**src/rtl/core/dre_pkg.sv**
```systemverilog
`timescale 1ns / 1ps
`default_nettype none
// ============================================================================
// dre_pkg: shared definitions for the 2D draw engine
// Screen geometry, register offsets, command codes, engine modes and the
// structures passed between the register file and the draw sequencer.
// ============================================================================
package dre_pkg;

    localparam int SCREEN_WIDTH  = 640;
    localparam int SCREEN_HEIGHT = 480;

    localparam int DATA_W     = 32;
    localparam int OFFSET_W   = 3;
    localparam int COORD_W    = 10;
    localparam int CURSOR_W   = 11;
    localparam int ERR_W      = 13;
    localparam int COLOR_W    = 12;
    localparam int CMD_W      = 4;
    localparam int STATUS_W   = 2;
    localparam int PIX_ADDR_W = 19;

    // Wide enough for an 11-bit row times the width plus an 11-bit column.
    localparam int PROD_W = CURSOR_W + $clog2(SCREEN_WIDTH + 1) + 1;

    localparam int CLEAR_TOTAL = SCREEN_WIDTH * SCREEN_HEIGHT;
    localparam int CLEAR_W     = $clog2(CLEAR_TOTAL + 1);

    // Control register fields.
    localparam int CTRL_START_BIT = 4;

    // Interrupt status bits.
    localparam int IRQ_DONE_BIT  = 0;
    localparam int IRQ_VSYNC_BIT = 1;

    // Register word offsets.
    localparam logic [OFFSET_W-1:0] REG_STATUS   = 3'd0;
    localparam logic [OFFSET_W-1:0] REG_CONTROL  = 3'd1;
    localparam logic [OFFSET_W-1:0] REG_COORD0   = 3'd2;
    localparam logic [OFFSET_W-1:0] REG_COORD1   = 3'd3;
    localparam logic [OFFSET_W-1:0] REG_COLOR    = 3'd4;
    localparam logic [OFFSET_W-1:0] REG_INT_STAT = 3'd5;
    localparam logic [OFFSET_W-1:0] REG_INT_EN   = 3'd6;

    // Command codes in control bits 3..0.
    localparam logic [CMD_W-1:0] CMD_CLEAR = 4'd1;
    localparam logic [CMD_W-1:0] CMD_RECT  = 4'd2;
    localparam logic [CMD_W-1:0] CMD_LINE  = 4'd3;

    typedef enum logic [1:0] {
        OP_READ  = 2'd0,
        OP_WRITE = 2'd1,
        OP_VSYNC = 2'd2,
        OP_STEP  = 2'd3
    } opcode_t;

    typedef enum logic [1:0] {
        MODE_IDLE  = 2'd0,
        MODE_CLEAR = 2'd1,
        MODE_RECT  = 2'd2,
        MODE_LINE  = 2'd3
    } mode_t;

    typedef struct packed {
        opcode_t               op;
        logic [OFFSET_W-1:0]   offset;
        logic [DATA_W-1:0]     data;
    } item_t;

    // Command request from the register file, with the operands it latches.
    typedef struct packed {
        logic                request;
        logic [CMD_W-1:0]    cmd;
        logic [COORD_W-1:0]  x0;
        logic [COORD_W-1:0]  y0;
        logic [COORD_W-1:0]  a;
        logic [COORD_W-1:0]  b;
        logic [COLOR_W-1:0]  color;
    } cmd_req_t;

    // Sequencer status back to the register file.
    typedef struct packed {
        logic busy;
        logic done;
    } eng_status_t;

    typedef struct packed {
        logic                  valid;
        logic [PIX_ADDR_W-1:0] address;
        logic [COLOR_W-1:0]    color;
    } pixel_t;

endpackage
`default_nettype wire

```
**src/rtl/core/register_mapped_2d_draw_engine.sv**
```systemverilog
`timescale 1ns / 1ps
`default_nettype none
// ============================================================================
// register_mapped_2d_draw_engine: register-mapped 2D draw engine
// Host register file plus a clear / rectangle / line sequencer that emits
// at most one frame-buffer pixel write per draw step.
// ============================================================================
// Each input transaction is a register read, a register write, a vsync tick
// or a draw step tick, and each one produces exactly one registered result
// transaction, carrying the read data, the irq level, an optional pixel
// write (y times the screen width plus x, 12-bit colour) and the busy flag.
// The block takes one transaction per clock unless stalled: all the work of a
// transaction, the register update, the Bresenham or rectangle step and the
// pixel address multiply by the constant screen width, is done between the
// engine state and the result register. The result register sits between the
// two sides, so a new transaction is taken while the previous result is
// still waiting, and input is stalled only when that result is held by a
// stall on the output. A command starts on a write to control with bit 4 set
// while the engine is idle; its coordinates and colour are latched then, and
// later writes to those registers do not disturb it. A start while busy only
// updates the control register. Unknown commands and empty rectangles finish
// at once and set the done status bit. A clear takes one step per screen
// pixel, a rectangle one step per candidate pixel inside its bounds, and a
// line one step per point from start to end inclusive; off-screen candidates
// use up their step without a pixel write. Interrupt status is
// write-one-to-clear, and irq is high while any enabled status bit is set.
// ============================================================================
module register_mapped_2d_draw_engine import dre_pkg::*; (
    input  wire logic                  clk,
    input  wire logic                  rst_n,
    input  wire logic                  in_valid,
    output logic                       in_stall,
    input  wire logic [1:0]            opcode,
    input  wire logic [OFFSET_W-1:0]   reg_offset,
    input  wire logic [DATA_W-1:0]     write_data,
    output logic                       out_valid,
    input  wire logic                  out_stall,
    output logic [DATA_W-1:0]          read_data,
    output logic                       irq,
    output logic                       pixel_valid,
    output logic [PIX_ADDR_W-1:0]      pixel_address,
    output logic [COLOR_W-1:0]         pixel_color,
    output logic                       busy_res
);

    item_t        item;
    logic         fire;
    cmd_req_t     cmd_req;
    eng_status_t  eng_status;
    pixel_t       pixel;
    logic         busy_next;
    logic [DATA_W-1:0] rd_data;
    logic         irq_next;

    logic                   out_valid_reg, out_valid_next;
    logic [DATA_W-1:0]      read_data_reg;
    logic                   irq_reg;
    logic                   pixel_valid_reg;
    logic [PIX_ADDR_W-1:0]  pixel_address_reg;
    logic [COLOR_W-1:0]     pixel_color_reg;
    logic                   busy_res_reg;

    // Input is held off only while an unaccepted result occupies the register.
    assign in_stall = out_valid_reg && out_stall;
    assign fire     = in_valid && !in_stall;

    assign item.op     = opcode_t'(opcode);
    assign item.offset = reg_offset;
    assign item.data   = write_data;

    dre_regs u_regs (
        .clk       (clk),
        .rst_n     (rst_n),
        .fire      (fire),
        .item      (item),
        .status    (eng_status),
        .cmd_req   (cmd_req),
        .read_data (rd_data),
        .irq       (irq_next)
    );

    dre_engine u_engine (
        .clk       (clk),
        .rst_n     (rst_n),
        .fire      (fire),
        .item      (item),
        .cmd_req   (cmd_req),
        .status    (eng_status),
        .pixel     (pixel),
        .busy_next (busy_next)
    );

    always_comb
    begin
        out_valid_next = out_valid_reg;
        if (fire)
        begin
            out_valid_next = 1'b1;
        end
        else if (!out_stall)
        begin
            out_valid_next = 1'b0;
        end
    end

    always_ff @(posedge clk or negedge rst_n)
    begin
        if (!rst_n)
        begin
            out_valid_reg <= 1'b0;
        end
        else
        begin
            out_valid_reg <= out_valid_next;
        end
    end

    // The result payload loads only with a new transaction, so it holds
    // steady while the output is stalled.
    always_ff @(posedge clk)
    begin
        if (fire)
        begin
            read_data_reg     <= rd_data;
            irq_reg           <= irq_next;
            pixel_valid_reg   <= pixel.valid;
            pixel_address_reg <= pixel.address;
            pixel_color_reg   <= pixel.color;
            busy_res_reg      <= busy_next;
        end
    end

    assign out_valid     = out_valid_reg;
    assign read_data     = read_data_reg;
    assign irq           = irq_reg;
    assign pixel_valid   = pixel_valid_reg;
    assign pixel_address = pixel_address_reg;
    assign pixel_color   = pixel_color_reg;
    assign busy_res      = busy_res_reg;

endmodule
`default_nettype wire

```
**src/rtl/core/dre_regs.sv**
```systemverilog
`timescale 1ns / 1ps
`default_nettype none
// ============================================================================
// dre_regs: host register file
// Control, coordinate, colour and interrupt registers, read mux and irq.
// ============================================================================
module dre_regs import dre_pkg::*; (
    input  wire logic              clk,
    input  wire logic              rst_n,
    input  wire logic              fire,
    input  wire item_t             item,
    input  wire eng_status_t       status,
    output cmd_req_t               cmd_req,
    output logic [DATA_W-1:0]      read_data,
    output logic                   irq
);

    logic [DATA_W-1:0]   control_reg, control_next;
    logic [DATA_W-1:0]   coord0_reg, coord0_next;
    logic [DATA_W-1:0]   coord1_reg, coord1_next;
    logic [DATA_W-1:0]   color_reg, color_next;
    logic [STATUS_W-1:0] int_stat_reg, int_stat_next;
    logic [DATA_W-1:0]   int_en_reg, int_en_next;

    logic is_write;

    assign is_write = fire && (item.op == OP_WRITE);

    always_comb
    begin
        control_next  = control_reg;
        coord0_next   = coord0_reg;
        coord1_next   = coord1_reg;
        color_next    = color_reg;
        int_stat_next = int_stat_reg;
        int_en_next   = int_en_reg;
        if (is_write)
        begin
            case (item.offset)
                REG_CONTROL:  control_next = item.data;
                REG_COORD0:   coord0_next  = item.data;
                REG_COORD1:   coord1_next  = item.data;
                REG_COLOR:    color_next   = item.data;
                REG_INT_STAT: int_stat_next = int_stat_reg & ~item.data[STATUS_W-1:0];
                REG_INT_EN:   int_en_next  = item.data;
                default:      ;
            endcase
        end
        if (fire && (item.op == OP_VSYNC))
        begin
            int_stat_next[IRQ_VSYNC_BIT] = 1'b1;
        end
        if (status.done)
        begin
            int_stat_next[IRQ_DONE_BIT] = 1'b1;
        end
    end

    // The sequencer decides whether the engine is free to take the command.
    always_comb
    begin
        cmd_req.request = is_write && (item.offset == REG_CONTROL)
                          && item.data[CTRL_START_BIT];
        cmd_req.cmd     = item.data[CMD_W-1:0];
        cmd_req.x0      = coord0_reg[COORD_W-1:0];
        cmd_req.y0      = coord0_reg[16 +: COORD_W];
        cmd_req.a       = coord1_reg[COORD_W-1:0];
        cmd_req.b       = coord1_reg[16 +: COORD_W];
        cmd_req.color   = color_reg[COLOR_W-1:0];
    end

    always_comb
    begin
        read_data = '0;
        if (fire && (item.op == OP_READ))
        begin
            case (item.offset)
                REG_STATUS:   read_data = {{(DATA_W-1){1'b0}}, status.busy};
                REG_CONTROL:  read_data = control_reg;
                REG_COORD0:   read_data = coord0_reg;
                REG_COORD1:   read_data = coord1_reg;
                REG_COLOR:    read_data = color_reg;
                REG_INT_STAT: read_data = {{(DATA_W-STATUS_W){1'b0}}, int_stat_reg};
                REG_INT_EN:   read_data = int_en_reg;
                default:      read_data = '0;
            endcase
        end
    end

    // The interrupt line reflects the state after this transaction.
    assign irq = |(int_stat_next & int_en_next[STATUS_W-1:0]);

    always_ff @(posedge clk or negedge rst_n)
    begin
        if (!rst_n)
        begin
            control_reg  <= '0;
            coord0_reg   <= '0;
            coord1_reg   <= '0;
            color_reg    <= '0;
            int_stat_reg <= '0;
            int_en_reg   <= '0;
        end
        else
        begin
            control_reg  <= control_next;
            coord0_reg   <= coord0_next;
            coord1_reg   <= coord1_next;
            color_reg    <= color_next;
            int_stat_reg <= int_stat_next;
            int_en_reg   <= int_en_next;
        end
    end

endmodule
`default_nettype wire

```
**src/rtl/core/dre_engine.sv**
```systemverilog
`timescale 1ns / 1ps
`default_nettype none
// ============================================================================
// dre_engine: draw sequencer
// Clear, clipped rectangle fill and clipped Bresenham line, one candidate
// pixel per step transaction.
// ============================================================================
module dre_engine import dre_pkg::*; (
    input  wire logic        clk,
    input  wire logic        rst_n,
    input  wire logic        fire,
    input  wire item_t       item,
    input  wire cmd_req_t    cmd_req,
    output eng_status_t      status,
    output pixel_t           pixel,
    output logic             busy_next
);

    mode_t                       mode_reg, mode_next;
    logic [CURSOR_W-1:0]         cursor_x_reg, cursor_x_next;
    logic [CURSOR_W-1:0]         cursor_y_reg, cursor_y_next;
    logic [COORD_W-1:0]          row_start_x_reg, row_start_x_next;
    logic [CURSOR_W-1:0]         end_x_reg, end_x_next;
    logic [CURSOR_W-1:0]         end_y_reg, end_y_next;
    logic [CURSOR_W-1:0]         delta_x_reg, delta_x_next;
    logic [CURSOR_W-1:0]         delta_y_reg, delta_y_next;
    logic                        step_x_neg_reg, step_x_neg_next;
    logic                        step_y_neg_reg, step_y_neg_next;
    logic signed [ERR_W-1:0]     error_reg, error_next;
    logic [COLOR_W-1:0]          draw_color_reg, draw_color_next;
    logic [CLEAR_W-1:0]          clear_index_reg, clear_index_next;

    logic                        done;
    logic                        on_screen;
    logic [PROD_W-1:0]           cursor_addr;
    logic [CURSOR_W-1:0]         x_inc;
    logic [CURSOR_W-1:0]         y_inc;
    logic [CLEAR_W-1:0]          clear_inc;
    logic signed [ERR_W:0]       e2;
    logic signed [ERR_W:0]       dx_s;
    logic signed [ERR_W:0]       dy_s;
    logic signed [ERR_W:0]       err_work;

    assign on_screen = (cursor_x_reg < CURSOR_W'(SCREEN_WIDTH))
                       && (cursor_y_reg < CURSOR_W'(SCREEN_HEIGHT));
    assign cursor_addr = PROD_W'(cursor_y_reg) * PROD_W'(SCREEN_WIDTH)
                         + PROD_W'(cursor_x_reg);
    assign x_inc     = cursor_x_reg + 1'b1;
    assign y_inc     = cursor_y_reg + 1'b1;
    assign clear_inc = clear_index_reg + 1'b1;
    assign e2        = {error_reg, 1'b0};
    assign dx_s      = signed'((ERR_W+1)'(delta_x_reg));
    assign dy_s      = signed'((ERR_W+1)'(delta_y_reg));

    always_comb
    begin
        mode_next        = mode_reg;
        cursor_x_next    = cursor_x_reg;
        cursor_y_next    = cursor_y_reg;
        row_start_x_next = row_start_x_reg;
        end_x_next       = end_x_reg;
        end_y_next       = end_y_reg;
        delta_x_next     = delta_x_reg;
        delta_y_next     = delta_y_reg;
        step_x_neg_next  = step_x_neg_reg;
        step_y_neg_next  = step_y_neg_reg;
        error_next       = error_reg;
        draw_color_next  = draw_color_reg;
        clear_index_next = clear_index_reg;
        done             = 1'b0;
        err_work         = signed'((ERR_W+1)'(error_reg));
        pixel            = '0;

        if (fire && cmd_req.request && (mode_reg == MODE_IDLE))
        begin
            draw_color_next = cmd_req.color;
            case (cmd_req.cmd)
                CMD_CLEAR:
                begin
                    clear_index_next = '0;
                    mode_next        = MODE_CLEAR;
                end
                CMD_RECT:
                begin
                    if ((cmd_req.a == '0) || (cmd_req.b == '0))
                    begin
                        done = 1'b1;
                    end
                    else
                    begin
                        cursor_x_next    = CURSOR_W'(cmd_req.x0);
                        cursor_y_next    = CURSOR_W'(cmd_req.y0);
                        row_start_x_next = cmd_req.x0;
                        end_x_next       = CURSOR_W'(cmd_req.x0) + CURSOR_W'(cmd_req.a);
                        end_y_next       = CURSOR_W'(cmd_req.y0) + CURSOR_W'(cmd_req.b);
                        mode_next        = MODE_RECT;
                    end
                end
                CMD_LINE:
                begin
                    cursor_x_next   = CURSOR_W'(cmd_req.x0);
                    cursor_y_next   = CURSOR_W'(cmd_req.y0);
                    end_x_next      = CURSOR_W'(cmd_req.a);
                    end_y_next      = CURSOR_W'(cmd_req.b);
                    delta_x_next    = (cmd_req.a >= cmd_req.x0)
                                      ? CURSOR_W'(cmd_req.a - cmd_req.x0)
                                      : CURSOR_W'(cmd_req.x0 - cmd_req.a);
                    delta_y_next    = (cmd_req.b >= cmd_req.y0)
                                      ? CURSOR_W'(cmd_req.b - cmd_req.y0)
                                      : CURSOR_W'(cmd_req.y0 - cmd_req.b);
                    step_x_neg_next = !(cmd_req.x0 < cmd_req.a);
                    step_y_neg_next = !(cmd_req.y0 < cmd_req.b);
                    error_next      = signed'(ERR_W'(delta_x_next))
                                      - signed'(ERR_W'(delta_y_next));
                    mode_next       = MODE_LINE;
                end
                default:
                begin
                    done = 1'b1;
                end
            endcase
        end
        else if (fire && (item.op == OP_STEP))
        begin
            case (mode_reg)
                MODE_CLEAR:
                begin
                    pixel.valid      = 1'b1;
                    pixel.address    = PIX_ADDR_W'(clear_index_reg);
                    pixel.color      = draw_color_reg;
                    clear_index_next = clear_inc;
                    if (clear_inc >= CLEAR_W'(CLEAR_TOTAL))
                    begin
                        done = 1'b1;
                    end
                end
                MODE_RECT:
                begin
                    if (on_screen)
                    begin
                        pixel.valid   = 1'b1;
                        pixel.address = PIX_ADDR_W'(cursor_addr);
                        pixel.color   = draw_color_reg;
                    end
                    cursor_x_next = x_inc;
                    if (x_inc >= end_x_reg)
                    begin
                        cursor_x_next = CURSOR_W'(row_start_x_reg);
                        cursor_y_next = y_inc;
                        if (y_inc >= end_y_reg)
                        begin
                            done = 1'b1;
                        end
                    end
                end
                MODE_LINE:
                begin
                    if (on_screen)
                    begin
                        pixel.valid   = 1'b1;
                        pixel.address = PIX_ADDR_W'(cursor_addr);
                        pixel.color   = draw_color_reg;
                    end
                    if ((cursor_x_reg == end_x_reg) && (cursor_y_reg == end_y_reg))
                    begin
                        done = 1'b1;
                    end
                    else
                    begin
                        if (e2 >= -dy_s)
                        begin
                            err_work      = err_work - dy_s;
                            cursor_x_next = step_x_neg_reg ? (cursor_x_reg - 1'b1) : x_inc;
                        end
                        if (e2 <= dx_s)
                        begin
                            err_work      = err_work + dx_s;
                            cursor_y_next = step_y_neg_reg ? (cursor_y_reg - 1'b1) : y_inc;
                        end
                        error_next = ERR_W'(err_work);
                    end
                end
                default:
                begin
                end
            endcase
        end

        if (done)
        begin
            mode_next = MODE_IDLE;
        end
    end

    assign status.busy = (mode_reg != MODE_IDLE);
    assign status.done = done;
    assign busy_next   = (mode_next != MODE_IDLE);

    always_ff @(posedge clk or negedge rst_n)
    begin
        if (!rst_n)
        begin
            mode_reg        <= MODE_IDLE;
            cursor_x_reg    <= '0;
            cursor_y_reg    <= '0;
            row_start_x_reg <= '0;
            end_x_reg       <= '0;
            end_y_reg       <= '0;
            delta_x_reg     <= '0;
            delta_y_reg     <= '0;
            step_x_neg_reg  <= 1'b0;
            step_y_neg_reg  <= 1'b0;
            error_reg       <= '0;
            draw_color_reg  <= '0;
            clear_index_reg <= '0;
        end
        else
        begin
            mode_reg        <= mode_next;
            cursor_x_reg    <= cursor_x_next;
            cursor_y_reg    <= cursor_y_next;
            row_start_x_reg <= row_start_x_next;
            end_x_reg       <= end_x_next;
            end_y_reg       <= end_y_next;
            delta_x_reg     <= delta_x_next;
            delta_y_reg     <= delta_y_next;
            step_x_neg_reg  <= step_x_neg_next;
            step_y_neg_reg  <= step_y_neg_next;
            error_reg       <= error_next;
            draw_color_reg  <= draw_color_next;
            clear_index_reg <= clear_index_next;
        end
    end

endmodule
`default_nettype wire
```
**config.mk**
```make
export PLATFORM = sky130hd
export DESIGN_NAME = register_mapped_2d_draw_engine
export DESIGN_NICKNAME = d
export VERILOG_FILES = /design/src/rtl/core/dre_pkg.sv /design/src/rtl/core/register_mapped_2d_draw_engine.sv /design/src/rtl/core/dre_regs.sv /design/src/rtl/core/dre_engine.sv
export SDC_FILE = /design/constraint.sdc
export NUM_CORES = 1
export LEC_CHECK = 0
export BUFFER_PORTS_ARGS = -buffer_cell sky130_fd_sc_hd__buf_4
export CAP_MARGIN = 5
export CORE_MARGIN = 2
export CORE_UTILIZATION = 35
export DETAILED_ROUTE_END_ITERATION = 8
export MAX_ROUTING_LAYER = met4
export PLACE_DENSITY = 0.52
export SYNTH_ARGS = -nofsm -noshare
export SYNTH_HDL_FRONTEND = slang
export SYNTH_SLANG_ARGS = --single-unit
```
**constraint.sdc**
```tcl
create_clock -name clk -period 6.7 [get_ports clk]
set_clock_uncertainty 0.1 [all_clocks]
set_input_delay 0.67 -clock clk [delete_from_list [all_inputs] [get_ports clk]]
set_output_delay 0.67 -clock clk [all_outputs]
set_load 0.01 [all_outputs]
```
Word-level counts from Yosys, hierarchy flattened
Cells that the tools add are included.

Add/sub/neg operators: 16. $mul: 1. Magnitude comparators: 11. Eq/ne operators: 28. Multiplexer cells: 63. Bitwise logic cells: 5. Reduce and logical (&&, ||, !) cells: 44.

Operator list (count): 32-bit one-hot mux with 7 select lines (1); 11-bit two-way mux (18); 13-bit two-way mux (11); 11-bit one-hot mux with 2 select lines (6); 19-bit two-way mux (4); 32-bit one-hot mux with 2 select lines (1); 10-bit by 10-bit subtractor with 11-bit output (4); 32-bit two-way mux (1); 10-bit by 10-bit adder with 11-bit output (2); 11-bit by 1-bit adder with 11-bit output (second input constant) (2); 11-bit equality test (2); 11-bit greater-or-equal comparator (2); 11-bit by 1-bit subtractor with 11-bit output (second input constant) (2); 10-bit greater-or-equal comparator (2); 10-bit zero test (2); 10-bit < comparator (2); 19-bit by 1-bit adder with 19-bit output (second input constant) (1); 19-bit by 11-bit adder with 19-bit output (1); 19-bit greater-or-equal comparator (second input constant) (1); 14-bit greater-or-equal comparator (1); 14-bit by 12-bit <= comparator with 1-bit output (1); 2-bit two-way mux (7); 11-bit negation with 14-bit output (1); 13-bit by 12-bit adder with 13-bit output (1); 37 further kinds (92).

Bits in registers: 353. Input bits: 41. Output and inout bits: 68. Word-level logic and storage cells: 195.

Longest topological paths before layout
Depth after elaboration: 15. Mapped depth: 23. Depth with buffers taken out: 23.

Hierarchy
From an unflattened synthesis, not the netlist that was laid out.

Cells, all modules: 2369. Area total of the unflattened synthesis: 23246.0 µm².

By module, submodules not included: dre_engine (instances 1, cells each 1694, area an instance 13380.3 µm², sequential area each 3103.0 µm²); dre_regs (instances 1, cells each 605, area an instance 7833.8 µm², sequential area each 4053.9 µm²); register_mapped_2d_draw_engine (instances 1, cells each 70, area an instance 2031.9 µm², sequential area each 2006.9 µm²).

Worst setup path after synthesis
No wires, ideal clock.

Kind: register to register. From: register u_engine.delta_y_reg[2]. To: register u_engine.error_reg[11]. Library setup time: 0.131 ns. Arrival time: 4.949 ns. Required time: 6.469 ns. Setup slack: 1.520 ns. Stages on the path, launching flop included: 22. Buffers on the path: 0. Period minus slack after synthesis: 5.180 ns. Cells stage by stage: dfrtp_1 nor2_1 nand3_1 nor4_1 nand2_1 nor3_1 ha_1 a2111oi_2 or4b_4 a32oi_4 mux2i_1 inv_1 ha_1 a211oi_1 o21ai_0 nand4_1 nand3_1 or4_1 o2111ai_1 xnor2_1 mux2i_1 or3_1.

Longest elaborated chain between the ends: 13. Elaborated cells on any way between the ends: 14. Those cells by class: 3 x add/sub; 1 x order compare; 10 x mux.

RTL lines: start: declaration (RTL line dre_engine.sv:26) `logic [CURSOR_W-1:0] delta_y_reg, delta_y_next;`; start signal: assignment (RTL line dre_engine.sv:226) `delta_y_reg <= delta_y_next;`; 11-bit negation with 14-bit output (RTL line dre_engine.sv:170) `if (e2 >= -dy_s)`; 14-bit greater-or-equal comparator (RTL line dre_engine.sv:170); 13-bit two-way mux * (RTL line dre_engine.sv:170); 13-bit two-way mux * (RTL line dre_engine.sv:164) `if ((cursor_x_reg == end_x_reg) && (cursor_y_reg == end_y_reg))`; 13-bit two-way mux * (RTL line dre_engine.sv:125) `case (mode_reg)`; 13-bit two-way mux * (RTL line dre_engine.sv:123) `else if (fire && (item.op == OP_STEP))`; 13-bit two-way mux * (RTL line dre_engine.sv:74) `if (fire && cmd_req.request && (mode_reg == MODE_IDLE))`; 13-bit by 12-bit adder with 13-bit output (RTL line dre_engine.sv:177) `err_work = err_work + dx_s;`; 13-bit two-way mux * (RTL line dre_engine.sv:175) `if (e2 <= dx_s)`; 13-bit two-way mux * (RTL line dre_engine.sv:164); 13-bit two-way mux * (RTL line dre_engine.sv:125); 13-bit two-way mux * (RTL line dre_engine.sv:123); 13-bit two-way mux * (RTL line dre_engine.sv:74); end signal: assignment (RTL line dre_engine.sv:229) `error_reg <= error_next;`; end: declaration (RTL line dre_engine.sv:29) `logic signed [ERR_W-1:0] error_reg, error_next;`.

Mark *: on every way between the ends. The rest lies on a longest branch, timed or not. The select of a mux whose other input is x is not followed. A chain may end at the register's enable or synchronous reset.

Worst setup path in the final report
From: register u_engine.delta_y_reg[2]. To: register u_engine.error_reg[12].

Same word-level chain as after synthesis.

==> results.sh <==
export IMPL_power_internal_mw=4.74
export IMPL_post_route_period_util_pct=91.2
export IMPL_timing_fmax_mhz=164
export IMPL_clkSlewWorstSetupHoldPaths_ps=60
export IMPL_yosysWarnings=0
export IMPL_post_drt_wl_per_cell_um=20.8
export IMPL_powerDensity_mw_per_mm2=285
export IMPL_grt_max_degree=162
export IMPL_gr_total_overflow=0
export IMPL_synth_nets=2576
export IMPL_end_kind="flip-flop"
export IMPL_clk_path_buf_depth=3
export IMPL_cpMaxStageDelayCell="or4b_4"
export IMPL_cts_root_buf="clkbuf_16"
export IMPL_netlist_instances=2359
export IMPL_post_cts_setup_buffer_count=0
export IMPL_area_delta_synth_final_pct=13.5
export IMPL_ctsResizeCount=0
export IMPL_max_slew_worst_pin_slew_ps=1040
export IMPL_die_h_um=259
export IMPL_die_area_mm2=0.0670
export IMPL_final_nets=2637
export IMPL_pwr_share_clk_pct=31.0
export IMPL_p_leak_nw=11.6
export IMPL_crit_path_cell_trace="nor2_1, nand3_1, nor4_1, nand2_1, nor3_1, ha_1, a2111oi_2, or4b_4, a32oi_4, mux2i_1, ha_1, inv_1, fa_1, nor2b_1, o2111ai_1, nand3_1, nand2_1, o21ai_0, o211ai_1, xor2_1, a211o_1, a32oi_1"
export IMPL_dpl_cell_count=3230
export IMPL_core_mm2=0.0643
export IMPL_grt_busiest_layer="met2"
export IMPL_crit_fanout=9
export IMPL_synth_area_leader_cell="dfrtp_1"
export IMPL_synth_top_area_share_pct=31.6
export IMPL_max_slew_margin_pct=30.9
export IMPL_path_delay_family="simple AND/OR/NAND/NOR gates"
export IMPL_p_comb_share_pct=33.6
export IMPL_routed_via_density=5.41
export IMPL_grt_total_usage_pct=21.1
export IMPL_slowest_delay_ps=540
export IMPL_die_w_um=259
export IMPL_fin_cells=3309
export IMPL_postSynthAreaPerCell_um2=9.64
export IMPL_drtIter0Drc=1205
export IMPL_cap_violations=0
export IMPL_grt_met2_usage_pct=33.0
export IMPL_dpl_cell_area_mm2=0.0244
export IMPL_cp_startpoint="u_engine.delta_y_reg[2]"
export IMPL_cts_made_buffers=42
export IMPL_drive_gt1_share_pct=16.8
export IMPL_status="complete, no violations"
export IMPL_timing_setup_tns_ps=0
export IMPL_ant_nets=0
export IMPL_gp_congestion=0.954
export IMPL_p_switching_mw=2.61
export IMPL_switching_share_pct=35.5
export IMPL_synth_ff_type="dfrtp_1"
export IMPL_crit_type="flip-flop to flip-flop"
export IMPL_cp_data_arrival_time_ps=6480
export IMPL_fillerInstances=6329
export IMPL_cts_sinks=353
export IMPL_drcViolationCount=0
export IMPL_diodes=0
export IMPL_holdWs_ps=178
export IMPL_multi_input_area_mm2=0.0126
export IMPL_seq_area_mm2=0.00916
export IMPL_first_pass_iters=5
export IMPL_r2r_end="u_engine.error_reg[12]"
export IMPL_critical_path_buf_inv_count=1
export IMPL_htree_levels=2
export IMPL_r2r_start="u_engine.delta_y_reg[2]"
export IMPL_rsz0062_at_grt="false"
export IMPL_synth_edf_count=66
export IMPL_place_hpwl_um=49500
export IMPL_r2r_cells=22
export IMPL_portBuffers=108
export IMPL_synth_seq_cells=353
export IMPL_synth_area_top_cells="dfrtp_1 32%, ha_1 9.1%, edfxtp_1 8.7%"
export IMPL_setup_viol=0
export IMPL_cp_endpoint="u_engine.error_reg[12]"
export IMPL_start_util_pct=35.3
export IMPL_num_vias=17900
export IMPL_tritoncts="built"
export IMPL_grtUsageMet3_pct=2.80
export IMPL_period_minus_slack_ps=6110
export IMPL_cts_hold_buf=1
export IMPL_r2r_slack_ps=590
export IMPL_hold_path_class="input pin to flip-flop"
export IMPL_fin_area_mm2=0.0258
export IMPL_slew_violations=0
export IMPL_grt_pass1_vias=17800
export IMPL_pwr_share_seq_pct=35.4
export IMPL_use_met1_pct=28.8
export IMPL_startpoint_type="flip-flop"
export IMPL_syn_area_mm2=0.0227
export IMPL_wirelength_um=68900
export IMPL_synth_distinct_cells=85
export IMPL_antenna_found_initial=0
export IMPL_num_io_pins=109
export IMPL_ir_worst_vdd_v=0.000198
export IMPL_crit_cells=22
export IMPL_grt_pass1_wl_um=107000
export IMPL_synthArstFlopShare_pct=81.3
export IMPL_hold_violations=0
export IMPL_seq_area_frac_synth_pct=40.3
export IMPL_required_ps=7070
export IMPL_rows=93
export IMPL_clkLatencyLatePin_ps=600
-- area by class of cell --
type / count / share of cell area [%]
repair buffers: 141 / 4.19
clock buffers: 59 / 4.52
inverters: 143 / 2.08
clock inverters: 19 / 0.834
well taps: 855 / 4.14
multi-input cells: 1739 / 48.7
flip-flops and latches: 353 / 35.5
-- layer usage --
| layer | up-vias | share of wire [%] |
|---|---|---|
| met4 | 0 | 2.5 |
| met1 | 8893 | 47 |
| met2 | 415 | 46 |
| li1 | 8499 | - |
| met3 | 98 | 4.5 |
| met5 | - | 0 |
-- cell usage in the layout, fill, tap and decap left out, types with 15 or more instances in the layout --
master	Yosys	final
a22oi_1	41	41
ha_1	165	165
mux2_2	174	174
dfrtp_1	287	287
nor2b_1	26	26
buf_4	1	138
or3_1	22	22
nand4_1	17	17
mux2i_1	53	53
a31oi_1	15	15
a211oi_1	23	23
nor3_1	46	44
edfxtp_1	66	66
xnor2_1	82	82
inv_1	143	143
o21ai_0	143	143
o21bai_1	22	22
nand3_1	50	50
nand2_1	190	190
nand2b_1	28	28
xor2_1	50	50
and3_1	24	24
a21oi_1	174	174
nor2_1	170	169
a21o_1	34	34
clkbuf_16	0	43
and2_1	19	19
-- synthesized netlist by cell type (4+ instances only) --
cell type  number
and3_1         24
nor4_1         13
nor3_1         46
o31ai_1        12
nand2_1       190
buf_1          14
mux2i_1        53
nand2b_1       28
nor2_1        170
a21oi_1       174
fa_1           11
or2_2           6
o21a_1          8
mux2_2        174
o21ai_0       143
xor2_1         50
a31o_2          4
buf_2          22
or3_1          22
a221oi_1        6
o211ai_1       11
edfxtp_1       66
o21ai_1         4
o21bai_1       22
o22ai_1        11
a22oi_1        41
dfrtp_1       287
clkbuf_1       87
a211o_1         5
xnor2_1        82
nand3_1        50
and2_1         19
a21o_1         34
ha_1          165
nor3b_1         7
inv_1         143
a211oi_1       23
o221ai_1       10
nand4_1        17
a31oi_1        15
nor2b_1        26
-- cell families (layout without fill, tap and decap cells) --
family | Yosys count | after routing | share of synthesized area [%]
AOI/OAI and AO/OA | 564 | 564 | 15.6
xor gates and xnor gates | 132 | 132 | 5.08
adders and majority gates | 176 | 176 | 10.0
muxes | 230 | 230 | 11.1
and+or+nand+nor | 637 | 637 | 13.3
DFF | 353 | 353 | 40.3
buffers and inverters | 267 | 362 | 4.54
-- power groups by stage --
| stage | Clock, mW | Combinational, mW | Sequential (mW) |
|---|---|---|---|
| floorplan | 0 | 1.80 | 2.55 |
| global placement | 0 | 2.42 | 2.63 |
| detailed placement | 0 | 2.45 | 2.64 |
| CTS | 2.35 | 2.47 | 2.60 |
| global route | 2.44 | 2.73 | 2.63 |
| finish | 2.28 | 2.47 | 2.60 |
-- stage by stage --
step | power [mW] | setup WS, ps | utilization (%)
global route | 7.80 | 133 | 40.1
floorplan | 4.35 | 1520 | -
CTS | 7.42 | 727 | 40.1
finish | 7.35 | 588 | 40.1
detailed placement | 5.09 | 848 | 38.0
global placement | 5.04 | 998 | 38.0
-- worst min-delay path by stage --
stage / startpoint / endpoint / cells past startpoint
2_1_floorplan: rst_n / out_valid / 0
3_5_place_dp: u_engine.draw_color_reg[4] / u_engine.draw_color_reg[4] / 2
3_3_place_gp: u_engine.draw_color_reg[7] / u_engine.draw_color_reg[7] / 2
4_1_cts: in_valid / out_valid / 2
6_report: in_valid / out_valid / 2
5_1_grt: in_valid / out_valid / 2
No activity file was read; power rests on OpenSTA's default activity.
